`src/design/wmsm_pkg.sv`:
```
// Shared types and constants for the windowed mean unit.
// Used by the front, back and top level; no dependencies of its own.
package wmsm_pkg;

	localparam int MAX_WINDOW_DEF  = 64;
	localparam int SAMPLE_BITS_DEF = 32;
	localparam int QUEUE_DEPTH     = 2;

	localparam int SAMPLE_WIDTH = 32;
	localparam int MEAN_WIDTH   = 32;
	localparam int LEN_WIDTH    = 7;
	localparam int OFF_WIDTH    = 6;
	localparam int ADDR_WIDTH   = 3;
	localparam int DATA_WIDTH   = 32;

	localparam logic [LEN_WIDTH-1:0] LEN_RESET = 7'd3;
	localparam logic [OFF_WIDTH-1:0] OFF_RESET = 6'd0;

	// Register select, taken from address bit 2.
	localparam logic REG_WINDOW_LEN    = 1'b0;
	localparam logic REG_WINDOW_OFFSET = 1'b1;

	typedef struct packed {
		logic [LEN_WIDTH-1:0] len;
		logic [OFF_WIDTH-1:0] off;
		logic                 clear;
	} wmsm_cfg_t;

	typedef struct packed {
		logic run_last;
		logic series_done;
	} wmsm_flags_t;

	typedef enum logic [1:0] {
		F_IDLE,
		F_GEN,
		F_PUSH
	} wmsm_front_state_t;

	typedef enum logic [1:0] {
		B_IDLE,
		B_DIV,
		B_HOLD
	} wmsm_back_state_t;

endpackage

```
`src/design/wmsm_ram.sv`:
```
// Generic single-write, single-read RAM with a registered read port.
// No dependencies.
module wmsm_ram #(
	parameter int WIDTH = 8,
	parameter int DEPTH = 16
) (
	input  logic                     clk,
	input  logic                     we,
	input  logic [$clog2(DEPTH)-1:0] waddr,
	input  logic [WIDTH-1:0]         wdata,
	input  logic                     re,
	input  logic [$clog2(DEPTH)-1:0] raddr,
	output logic [WIDTH-1:0]         rdata
);

	logic [WIDTH-1:0] mem_q [DEPTH];
	logic [WIDTH-1:0] rdata_q;

	always_ff @(posedge clk) begin
		if (we) begin
			mem_q[waddr] <= wdata;
		end
		if (re) begin
			rdata_q <= mem_q[raddr];
		end
	end

	assign rdata = rdata_q;

endmodule

```
`src/design/wmsm_front.sv`:
```
// Front end: accepts samples, keeps running prefix sums in a ring RAM and
// emits one (sum, count) transaction per owed window into the queue.
// Depends on wmsm_pkg and wmsm_ram.
module wmsm_front import wmsm_pkg::*; #(
	parameter int MAX_WINDOW  = MAX_WINDOW_DEF,
	parameter int SAMPLE_BITS = SAMPLE_BITS_DEF,
	parameter int SUM_BITS    = SAMPLE_BITS_DEF + $clog2(MAX_WINDOW_DEF + 1),
	parameter int CNT_BITS    = $clog2(MAX_WINDOW_DEF + 1)
) (
	input  logic                           clk,
	input  logic                           arst_n,
	input  wmsm_cfg_t                      cfg,
	input  logic                           in_valid,
	output logic                           in_stall,
	input  logic signed [SAMPLE_WIDTH-1:0] sample,
	input  logic                           sample_present,
	input  logic                           series_end,
	output logic                           q_push,
	output logic [SUM_BITS-1:0]            q_sum,
	output logic [CNT_BITS-1:0]            q_cnt,
	output wmsm_flags_t                    q_flags,
	input  logic                           q_full
);

	localparam int NB  = $clog2(MAX_WINDOW + 2);
	localparam int LB  = (NB > LEN_WIDTH) ? NB : LEN_WIDTH;
	localparam int RD  = MAX_WINDOW + 1;
	localparam int AB  = $clog2(RD);
	localparam int EXT = (SAMPLE_BITS > SAMPLE_WIDTH) ? SAMPLE_BITS : SAMPLE_WIDTH;
	localparam int RW  = SUM_BITS + CNT_BITS;

	wmsm_front_state_t state_q, state_d;

	logic [SUM_BITS-1:0] p_q;
	logic [CNT_BITS-1:0] c_q;
	logic [NB-1:0]       n_q;
	logic [AB-1:0]       wp_q;
	logic [NB-1:0]       m_q;
	logic [NB-1:0]       mlow_q;
	logic                last_q;
	logic                use_base_q;

	logic [LB-1:0]       len_x, off_x, w_x, o_x;
	logic [NB-1:0]       w_eff, o_eff, mtop, d;
	logic [EXT-1:0]      raw;
	logic [SUM_BITS-1:0] x_ext, p_new, base_sum;
	logic [CNT_BITS-1:0] c_new, base_cnt;
	logic [AB:0]         rd_t;
	logic [AB-1:0]       raddr;
	logic                accept, skip, use_base, final_m, step, finish;
	logic                ram_we, ram_re;
	logic [RW-1:0]       ram_rdata;

	always_comb begin
		len_x = LB'(cfg.len);
		off_x = LB'(cfg.off);
		if (cfg.len == '0) begin
			w_x = LB'(1);
		end else if (len_x > LB'(MAX_WINDOW)) begin
			w_x = LB'(MAX_WINDOW);
		end else begin
			w_x = len_x;
		end
		if (off_x >= w_x) begin
			o_x = w_x - LB'(1);
		end else begin
			o_x = off_x;
		end
	end

	assign w_eff = NB'(w_x);
	assign o_eff = NB'(o_x);
	assign mtop  = w_eff - o_eff - NB'(1);

	assign raw   = EXT'($unsigned(sample));
	assign x_ext = SUM_BITS'($signed(raw[SAMPLE_BITS-1:0]));
	assign p_new = p_q + (sample_present ? x_ext : '0);
	assign c_new = c_q + CNT_BITS'(sample_present);

	// Window for position m covers the newest d samples; the prefix entry d+1
	// back from the write slot is subtracted when the series is longer than d.
	assign d        = m_q + o_eff + NB'(1);
	assign skip     = (m_q >= n_q);
	assign use_base = (n_q > d);
	assign final_m  = (m_q == mlow_q);
	assign rd_t     = {1'b0, wp_q} + (AB+1)'(RD) - (AB+1)'(d) - (AB+1)'(1);
	assign raddr    = (rd_t >= (AB+1)'(RD)) ? AB'(rd_t - (AB+1)'(RD)) : AB'(rd_t);

	assign base_sum = use_base_q ? ram_rdata[RW-1:CNT_BITS] : '0;
	assign base_cnt = use_base_q ? ram_rdata[CNT_BITS-1:0] : '0;

	always_comb begin
		state_d = state_q;
		case (state_q)
			F_IDLE: begin
				if (in_valid) begin
					state_d = F_GEN;
				end
			end
			F_GEN: begin
				if (!skip) begin
					state_d = F_PUSH;
				end else if (final_m) begin
					state_d = F_IDLE;
				end
			end
			F_PUSH: begin
				if (!q_full) begin
					state_d = final_m ? F_IDLE : F_GEN;
				end
			end
			default: state_d = F_IDLE;
		endcase
	end

	always_comb begin
		in_stall = 1'b1;
		accept   = 1'b0;
		ram_we   = 1'b0;
		ram_re   = 1'b0;
		q_push   = 1'b0;
		step     = 1'b0;
		finish   = 1'b0;
		case (state_q)
			F_IDLE: begin
				in_stall = 1'b0;
				accept   = in_valid;
				ram_we   = in_valid;
			end
			F_GEN: begin
				ram_re = !skip && use_base;
				step   = skip && !final_m;
				finish = skip && final_m;
			end
			F_PUSH: begin
				q_push = !q_full;
				step   = !q_full && !final_m;
				finish = !q_full && final_m;
			end
			default: begin
				in_stall = 1'b1;
			end
		endcase
	end

	assign q_sum               = p_q - base_sum;
	assign q_cnt               = c_q - base_cnt;
	assign q_flags.run_last    = final_m;
	assign q_flags.series_done = final_m && last_q;

	always_ff @(posedge clk or negedge arst_n) begin
		if (!arst_n) begin
			state_q <= F_IDLE;
		end else begin
			state_q <= state_d;
		end
	end

	always_ff @(posedge clk or negedge arst_n) begin
		if (!arst_n) begin
			p_q        <= '0;
			c_q        <= '0;
			n_q        <= '0;
			wp_q       <= '0;
			m_q        <= '0;
			mlow_q     <= '0;
			last_q     <= 1'b0;
			use_base_q <= 1'b0;
		end else if (cfg.clear || (finish && last_q)) begin
			p_q  <= '0;
			c_q  <= '0;
			n_q  <= '0;
			wp_q <= '0;
		end else begin
			if (accept) begin
				p_q    <= p_new;
				c_q    <= c_new;
				n_q    <= (n_q == NB'(MAX_WINDOW + 1)) ? n_q : n_q + NB'(1);
				wp_q   <= (wp_q == AB'(RD - 1)) ? '0 : wp_q + AB'(1);
				m_q    <= mtop;
				mlow_q <= series_end ? '0 : mtop;
				last_q <= series_end;
			end
			if (state_q == F_GEN) begin
				use_base_q <= use_base;
			end
			if (step) begin
				m_q <= m_q - NB'(1);
			end
		end
	end

	wmsm_ram #(
		.WIDTH(RW),
		.DEPTH(RD)
	) u_ring (
		.clk   (clk),
		.we    (ram_we),
		.waddr (wp_q),
		.wdata ({p_new, c_new}),
		.re    (ram_re),
		.raddr (raddr),
		.rdata (ram_rdata)
	);

endmodule

```
`src/design/wmsm_queue.sv`:
```
// Small register FIFO that decouples the front end from the divider.
// No dependencies.
module wmsm_queue #(
	parameter int WIDTH = 8,
	parameter int DEPTH = 2
) (
	input  logic             clk,
	input  logic             arst_n,
	input  logic             push,
	input  logic [WIDTH-1:0] wdata,
	input  logic             pop,
	output logic [WIDTH-1:0] rdata,
	output logic             full,
	output logic             empty
);

	localparam int PB = $clog2(DEPTH);
	localparam int CB = $clog2(DEPTH + 1);

	logic [WIDTH-1:0] mem_q [DEPTH];
	logic [PB-1:0]    wr_ptr_q, rd_ptr_q;
	logic [CB-1:0]    count_q;

	assign full  = (count_q == CB'(DEPTH));
	assign empty = (count_q == '0);
	assign rdata = mem_q[rd_ptr_q];

	always_ff @(posedge clk) begin
		if (push) begin
			mem_q[wr_ptr_q] <= wdata;
		end
	end

	always_ff @(posedge clk or negedge arst_n) begin
		if (!arst_n) begin
			wr_ptr_q <= '0;
			rd_ptr_q <= '0;
			count_q  <= '0;
		end else begin
			if (push) begin
				wr_ptr_q <= (wr_ptr_q == PB'(DEPTH - 1)) ? '0 : wr_ptr_q + PB'(1);
			end
			if (pop) begin
				rd_ptr_q <= (rd_ptr_q == PB'(DEPTH - 1)) ? '0 : rd_ptr_q + PB'(1);
			end
			if (push && !pop) begin
				count_q <= count_q + CB'(1);
			end else if (pop && !push) begin
				count_q <= count_q - CB'(1);
			end
		end
	end

endmodule

```
`src/design/wmsm_back.sv`:
```
// Back end: divides each window sum by its nonzero count one bit per cycle and
// holds the result, or zero for a zero count, in the output register.
// Depends on wmsm_pkg.
module wmsm_back import wmsm_pkg::*; #(
	parameter int SUM_BITS = SAMPLE_BITS_DEF + $clog2(MAX_WINDOW_DEF + 1),
	parameter int CNT_BITS = $clog2(MAX_WINDOW_DEF + 1)
) (
	input  logic                         clk,
	input  logic                         arst_n,
	input  logic                         q_empty,
	output logic                         q_pop,
	input  logic [SUM_BITS-1:0]          q_sum,
	input  logic [CNT_BITS-1:0]          q_cnt,
	input  wmsm_flags_t                  q_flags,
	output logic                         out_valid,
	input  logic                         out_stall,
	output logic signed [MEAN_WIDTH-1:0] mean,
	output logic                         mean_present,
	output logic                         run_last,
	output logic                         series_done
);

	localparam int SB = $clog2(SUM_BITS);
	localparam int QB = (SUM_BITS > MEAN_WIDTH) ? SUM_BITS : MEAN_WIDTH;

	wmsm_back_state_t state_q, state_d;

	logic [SUM_BITS-1:0]   quo_q;
	logic [CNT_BITS-1:0]   rem_q, div_q;
	logic [SB-1:0]         step_q;
	logic                  neg_q, present_q;
	wmsm_flags_t           flags_q;
	logic                  out_valid_q;
	logic [MEAN_WIDTH-1:0] mean_q;
	logic                  mean_present_q;
	wmsm_flags_t           out_flags_q;

	logic [CNT_BITS:0]     trial;
	logic                  fits, div_last, div_en, load;
	logic [SUM_BITS-1:0]   mag, qs;
	logic [QB-1:0]         qx;

	assign mag      = q_sum[SUM_BITS-1] ? (~q_sum + SUM_BITS'(1)) : q_sum;
	assign trial    = {rem_q, quo_q[SUM_BITS-1]};
	assign fits     = (trial >= {1'b0, div_q});
	assign div_last = (step_q == SB'(SUM_BITS - 1));
	assign qs       = neg_q ? (~quo_q + SUM_BITS'(1)) : quo_q;
	assign qx       = QB'($signed(qs));

	always_comb begin
		state_d = state_q;
		case (state_q)
			B_IDLE: begin
				if (!q_empty) begin
					state_d = (q_cnt != '0) ? B_DIV : B_HOLD;
				end
			end
			B_DIV: begin
				if (div_last) begin
					state_d = B_HOLD;
				end
			end
			B_HOLD: begin
				if (!out_valid_q || !out_stall) begin
					state_d = B_IDLE;
				end
			end
			default: state_d = B_IDLE;
		endcase
	end

	always_comb begin
		q_pop  = 1'b0;
		div_en = 1'b0;
		load   = 1'b0;
		case (state_q)
			B_IDLE:  q_pop  = !q_empty;
			B_DIV:   div_en = 1'b1;
			B_HOLD:  load   = !out_valid_q || !out_stall;
			default: q_pop  = 1'b0;
		endcase
	end

	always_ff @(posedge clk or negedge arst_n) begin
		if (!arst_n) begin
			state_q     <= B_IDLE;
			out_valid_q <= 1'b0;
		end else begin
			state_q <= state_d;
			if (load) begin
				out_valid_q <= 1'b1;
			end else if (!out_stall) begin
				out_valid_q <= 1'b0;
			end
		end
	end

	// Restoring division on the magnitude; the sign is put back at the end,
	// which gives truncation toward zero.
	always_ff @(posedge clk) begin
		if (q_pop) begin
			quo_q     <= mag;
			rem_q     <= '0;
			div_q     <= q_cnt;
			step_q    <= '0;
			neg_q     <= q_sum[SUM_BITS-1];
			present_q <= (q_cnt != '0);
			flags_q   <= q_flags;
		end else if (div_en) begin
			quo_q  <= {quo_q[SUM_BITS-2:0], fits};
			rem_q  <= fits ? CNT_BITS'(trial - {1'b0, div_q}) : CNT_BITS'(trial);
			step_q <= step_q + SB'(1);
		end
		if (load) begin
			mean_q         <= present_q ? qx[MEAN_WIDTH-1:0] : '0;
			mean_present_q <= present_q;
			out_flags_q    <= flags_q;
		end
	end

	assign out_valid    = out_valid_q;
	assign mean         = mean_q;
	assign mean_present = mean_present_q;
	assign run_last     = out_flags_q.run_last;
	assign series_done  = out_flags_q.series_done;

endmodule

```
`src/design/windowed_mean_skip_missing_unit.sv`:
```
// Top level of the windowed mean unit: configuration registers, front end,
// queue and divider back end. Depends on wmsm_pkg, wmsm_front, wmsm_queue, wmsm_back.
//
//   channel  direction  handshake            payload
//   input    in         in_valid / in_stall  sample, sample_present, series_end
//   output   out        out_valid / out_stall mean, mean_present, run_last, series_done
//   config   in         APB psel / penable   paddr, pwdata, prdata
//
// A sample is taken while the front end is idle; in_stall then stays high through a
// ring RAM lookup state and a queue push state per owed window position, through the
// lookup state alone per position not yet in the series, and while the queue is full.
// A present result passes the back end's pop, divide and hold states; a missing one
// skips the divide state. An end-of-series flush owes up to a window of results.
// Reset needs no clearing pass: the ring is only read at entries of the current series.
module windowed_mean_skip_missing_unit import wmsm_pkg::*; #(
	parameter int MAX_WINDOW  = MAX_WINDOW_DEF,
	parameter int SAMPLE_BITS = SAMPLE_BITS_DEF
) (
	input  logic                           clk,
	input  logic                           arst_n,
	input  logic                           psel,
	input  logic                           penable,
	input  logic                           pwrite,
	input  logic [ADDR_WIDTH-1:0]          paddr,
	input  logic [DATA_WIDTH-1:0]          pwdata,
	output logic [DATA_WIDTH-1:0]          prdata,
	output logic                           pready,
	input  logic                           in_valid,
	output logic                           in_stall,
	input  logic signed [SAMPLE_WIDTH-1:0] sample,
	input  logic                           sample_present,
	input  logic                           series_end,
	output logic                           out_valid,
	input  logic                           out_stall,
	output logic signed [MEAN_WIDTH-1:0]   mean,
	output logic                           mean_present,
	output logic                           run_last,
	output logic                           series_done
);

	localparam int CNT_BITS = $clog2(MAX_WINDOW + 1);
	localparam int SUM_BITS = SAMPLE_BITS + CNT_BITS;
	localparam int QW       = SUM_BITS + CNT_BITS + $bits(wmsm_flags_t);

	logic [LEN_WIDTH-1:0] len_q;
	logic [OFF_WIDTH-1:0] off_q;
	logic                 cfg_wr;
	wmsm_cfg_t            cfg;

	logic                q_push, q_pop, q_full, q_empty;
	logic [SUM_BITS-1:0] f_sum, b_sum;
	logic [CNT_BITS-1:0] f_cnt, b_cnt;
	wmsm_flags_t         f_flags, b_flags;
	logic [QW-1:0]       q_rdata;

	assign pready = 1'b1;
	assign cfg_wr = psel && penable && pwrite;

	always_ff @(posedge clk or negedge arst_n) begin
		if (!arst_n) begin
			len_q <= LEN_RESET;
			off_q <= OFF_RESET;
		end else if (cfg_wr) begin
			case (paddr[2])
				REG_WINDOW_LEN:    len_q <= pwdata[LEN_WIDTH-1:0];
				REG_WINDOW_OFFSET: off_q <= pwdata[OFF_WIDTH-1:0];
				default:           len_q <= len_q;
			endcase
		end
	end

	always_comb begin
		case (paddr[2])
			REG_WINDOW_LEN:    prdata = DATA_WIDTH'(len_q);
			REG_WINDOW_OFFSET: prdata = DATA_WIDTH'(off_q);
			default:           prdata = '0;
		endcase
	end

	assign cfg.len   = len_q;
	assign cfg.off   = off_q;
	assign cfg.clear = cfg_wr;

	wmsm_front #(
		.MAX_WINDOW  (MAX_WINDOW),
		.SAMPLE_BITS (SAMPLE_BITS),
		.SUM_BITS    (SUM_BITS),
		.CNT_BITS    (CNT_BITS)
	) u_front (
		.clk            (clk),
		.arst_n         (arst_n),
		.cfg            (cfg),
		.in_valid       (in_valid),
		.in_stall       (in_stall),
		.sample         (sample),
		.sample_present (sample_present),
		.series_end     (series_end),
		.q_push         (q_push),
		.q_sum          (f_sum),
		.q_cnt          (f_cnt),
		.q_flags        (f_flags),
		.q_full         (q_full)
	);

	wmsm_queue #(
		.WIDTH (QW),
		.DEPTH (QUEUE_DEPTH)
	) u_queue (
		.clk    (clk),
		.arst_n (arst_n),
		.push   (q_push),
		.wdata  ({f_sum, f_cnt, f_flags}),
		.pop    (q_pop),
		.rdata  (q_rdata),
		.full   (q_full),
		.empty  (q_empty)
	);

	assign {b_sum, b_cnt, b_flags} = q_rdata;

	wmsm_back #(
		.SUM_BITS (SUM_BITS),
		.CNT_BITS (CNT_BITS)
	) u_back (
		.clk          (clk),
		.arst_n       (arst_n),
		.q_empty      (q_empty),
		.q_pop        (q_pop),
		.q_sum        (b_sum),
		.q_cnt        (b_cnt),
		.q_flags      (b_flags),
		.out_valid    (out_valid),
		.out_stall    (out_stall),
		.mean         (mean),
		.mean_present (mean_present),
		.run_last     (run_last),
		.series_done  (series_done)
	);

	a_queue_no_overflow: assert property (@(posedge clk) disable iff (!arst_n)
		q_push |-> !q_full)
		else $error("window transaction pushed into a full queue");

	a_queue_no_underflow: assert property (@(posedge clk) disable iff (!arst_n)
		q_pop |-> !q_empty)
		else $error("window transaction popped from an empty queue");

	a_missing_is_zero: assert property (@(posedge clk) disable iff (!arst_n)
		(out_valid && !mean_present) |-> (mean == '0))
		else $error("missing result carries a nonzero mean");

	a_done_is_last: assert property (@(posedge clk) disable iff (!arst_n)
		(out_valid && series_done) |-> run_last)
		else $error("series end result not marked as last of its input");

endmodule
```
`config.mk`:
```
export PLATFORM = sky130hd
export DESIGN_NAME = windowed_mean_skip_missing_unit
export DESIGN_NICKNAME = d
export VERILOG_FILES = /design/src/design/wmsm_pkg.sv /design/src/design/wmsm_ram.sv /design/src/design/wmsm_front.sv /design/src/design/wmsm_queue.sv /design/src/design/wmsm_back.sv /design/src/design/windowed_mean_skip_missing_unit.sv
export SDC_FILE = /design/constraint.sdc
export NUM_CORES = 2
export LEC_CHECK = 0
export ABC_AREA = 1
export BUFFER_PORTS_ARGS = -buffer_cell sky130_fd_sc_hd__buf_2
export CORE_AREA = 4 4 721 580
export CTS_CLUSTER_SIZE = 16
export DETAILED_ROUTE_END_ITERATION = 12
export DIE_AREA = 0 0 725 584
export PLACE_DENSITY = 0.5
export SLEW_MARGIN = 30
export SYNTH_ARGS = -nofsm -noshare
export SYNTH_HDL_FRONTEND = slang
export SYNTH_HIERARCHICAL = 1
export SYNTH_SLANG_ARGS = --single-unit
```
`constraint.sdc`:
```
create_clock -name clk -period 9.86 [get_ports clk]
set_clock_uncertainty 0.15 [all_clocks]
set_input_delay 1.972 -clock clk [delete_from_list [all_inputs] [get_ports clk]]
set_output_delay 1.972 -clock clk [all_outputs]
set_load 0.05 [all_outputs]
```
==> results_dict.tcl <==
set metrics [dict create \
    grt_pass1_wl_microns 657000 \
    cp-end-kind "register" \
    fin_tns_setup_ns 0 \
    drive_above_1_share_pct 8.38 \
    timing.final.crit_share_pct 94.5 \
    die_h_microns 584 \
    worstSetupPathType "register to register" \
    period_needed_ns 9.32 \
    routabilityCongestion 0.890 \
    rows 211 \
    synthArstFlopShare_pct 2.94 \
    grt_overflow 0 \
    ys_warn_count 6 \
    regArea_sq_um 99300 \
    ys_ff_latch 3328 \
    htree_levels 5 \
    required_ns 10.33 \
    cts_tree "built" \
    root_buffer "clkbuf_16" \
    clk_latency_ns 0.92 \
    path_clk_slew_ns 0.06 \
    start_kind "register" \
    grt_max_degree 172 \
    drc 0 \
    final_antenna_net_count 0 \
    synth-main-ff-cell "edfxtp_1" \
    die_area_sq_um 423000 \
    hold_ws_ns 0.320 \
    netlist.area_leader.share_pct 67.4 \
    die_x_microns 725 \
    synthTopCellsByCount "3897 x nand2_1, 3217 x edfxtp_1, 3110 x nand3_1" \
    clk_path_buf_depth 4 \
    viasPerCell 5.26 \
    antenna_found_initial 16 \
    seq_area_frac_synth_pct 69.3 \
    dr.pass1.iters 6 \
    wire_per_inst_microns 24.9 \
    grt_usage_pct 21.0 \
    cpMostUsedCell "nand3_1" \
    synth_area_leaders "edfxtp_1 67%, nand3_1 11%, nand2_1 10%" \
    crit_fanout 52 \
    grt_pass1_vias 89400 \
    syn_inst 12700 \
    cts_buffers 341 \
    core-area_sq_um 411000 \
    status "finished, final reports clean" \
    dpl.hpwl_microns 257000 \
    yosys.area.top_type "edfxtp_1" \
    dr_total_vias 97000 \
    maxCapViolCount 0 \
    fillers 39500 \
    initial_core_util_pct 34.9 \
    wl_microns 460000 \
    synth-edff-count 3217 \
    report.final.setup_viol 0 \
    finalHoldViolCount 0 \
    ys_types 64 \
    cpMaxStageDelayCell "dfstp_2" \
    yosys.cell_count.top_type "nand2_1" \
    hold_buffers 0 \
    synth_area_sq_um 143000 \
    maxSlewHeadroom_pct 28.6 \
    tightest_slew_ns 1.07 \
    slowest_delay_ns 0.56 \
    critPathArrivalTime_ns 9.79 \
    avgSynthCellArea_sq_um 11.3 \
    fin_nets 13000 \
    drv_slew 0 \
    cts_num_sinks 3328 \
    area_growth_pct 12.6 \
    hold_class "register to register" \
    multiInputGateArea_sq_um 39800 \
    drt-initial-drc-count 10400 \
    port_buffers 92 \
    max_freq_mhz 107 \
    io_pins 146 \
]
==> per-layer routing <==
metal / GRT usage [%] / vias to the layer above / routed length [microns] / share of wire (%)
met3: 3.78 / 567 / 36200 / 7.9
met5: 0 / - / 27 / 0.0059
li1: - / 44700 / - / -
met4: 4.64 / 4 / 10500 / 2.3
met1: 31.6 / 48400 / 214000 / 47
met2: 31.6 / 3388 / 199000 / 43
==> per-stage QoR <==
step,area (sq um),util [%],setup slack (ns),instances
after global routing,161000,39.3,-0.00292,18400
after CTS,161000,39.2,0.559,18400
after detailed placement,151000,36.6,0.546,17800
final,162000,39.3,0.542,18400
after global placement,151000,36.6,0.564,17800
after floorplan,144000,-,3.26,12700
==> registers in the layout (all words and copies together), names as in the netlist, 2 cells and up <==
name / flops
len_q: 7
off_q: 6
u_back/div_q: 7
u_back/flags_q: 2
u_back/mean: 32
u_back/quo_q: 39
u_back/rem_q: 7
u_back/state_q: 2
u_back/step_q: 6
u_front/c_q: 7
u_front/m_q: 7
u_front/mlow_q: 7
u_front/n_q: 7
u_front/p_q: 39
u_front/state_q: 2
u_front/u_ring/mem_q: 2990
u_front/u_ring/rdata: 46
u_front/wp_q: 7
u_queue/count_q: 2
u_queue/mem_q: 96
==> critical path: cells and delay by family (launching register included) <==
| kind | cells | cell delay [ns] |
|---|---|---|
| AND/OR/NAND/NOR | 21 | 3.22 |
| buffers and inverters | 8 | 1.41 |
| flip-flops | 1 | 0.56 |
| adder cells (fa/ha/maj) | 4 | 1.38 |
| AO/OA/AOI/OAI | 3 | 1.26 |
| XOR/XNOR | 3 | 0.92 |
==> layout make-up <==
class / instances / area share (%)
Sequential cell: 3328 / 61.5
Multi-Input combinational cell: 8282 / 24.6
Clock buffer: 429 / 5.59
Tap cell: 5431 / 4.21
Timing Repair Buffer: 365 / 2.09
Clock inverter: 187 / 1.00
Inverter: 401 / 0.971
Antenna cell: 16 / 0.0248
Timing Repair inverter: 1 / 0.00697
==> placed cells by master, fill, tap and decap left out, drive strengths merged, types with 8 or more instances in the layout <==
cell | synthesis | final
a21o | 9 | 9
a21oi | 151 | 151
a31oi | 13 | 13
buf | 635 | 365
bufinv | 0 | 23
clkbuf | 92 | 429
clkinv | 1 | 144
clkinvlp | 0 | 10
conb | 2 | 26
dfrtp | 96 | 96
dfxtp | 13 | 13
diode | 0 | 16
edfxtp | 3217 | 3217
ha | 149 | 149
inv | 400 | 412
mux2 | 48 | 48
nand2 | 3905 | 3905
nand3 | 3115 | 3115
nand4 | 50 | 50
nor2 | 371 | 371
nor3 | 44 | 44
o21a | 8 | 8
o21ai | 183 | 183
o21bai | 14 | 14
or2 | 11 | 11
xnor2 | 32 | 32
xor2 | 100 | 100
==> logic make-up (layout without fill, tap and decap cells) <==
group                    after synthesis  in the layout  synth area share (%)
AND/OR/NAND/NOR                     7523           7523                  22.7
flip-flops                          3328           3328                  69.3
buffers and inverters               1128           1383                  3.90
AO/OA/AOI/OAI                        397            397                  1.51
adder cells (fa/ha/maj)              156            156                  1.40
XOR/XNOR                             132            132                 0.817
multiplexers                          48             48                 0.403
other                                  2             42               0.00524
==> path summary, 6_finish.rpt <==
check	slack [ns]	start	endpoint	depth (start not counted)
worst min-delay path	0.32	u_back/step_q[5]$_SDFFE_PP0P_	u_back/step_q[5]$_SDFFE_PP0P_	2
worst min register to register	0.32	u_back/step_q[5]$_SDFFE_PP0P_	u_back/step_q[5]$_SDFFE_PP0P_	2
max in group asynchronous	7.25	arst_n	u_front/use_base_q$_DFFE_PN0P_	2
worst max-delay path	0.54	len_q[1]$_DFFE_PN1P_	u_front/u_ring/rdata[37]$_DFFE_PP_	39
min in group asynchronous	0.98	arst_n	u_back/state_q[0]$_DFFE_PN0P_	1
worst max register to register	0.54	len_q[1]$_DFFE_PN1P_	u_front/u_ring/rdata[37]$_DFFE_PP_	39
==> timing repair <==
item | 4_1_cts | 5_1_grt
hold endpoints to repair | 0 | 0
endpoints found under the setup margin | 0 | 24
buffers inserted | 0 | 0
gates resized for setup | 0 | 19
Power is left out: the tool's default activity adds up to more than one toggle a clock period on the data nets, which glitch-free logic cannot reach.
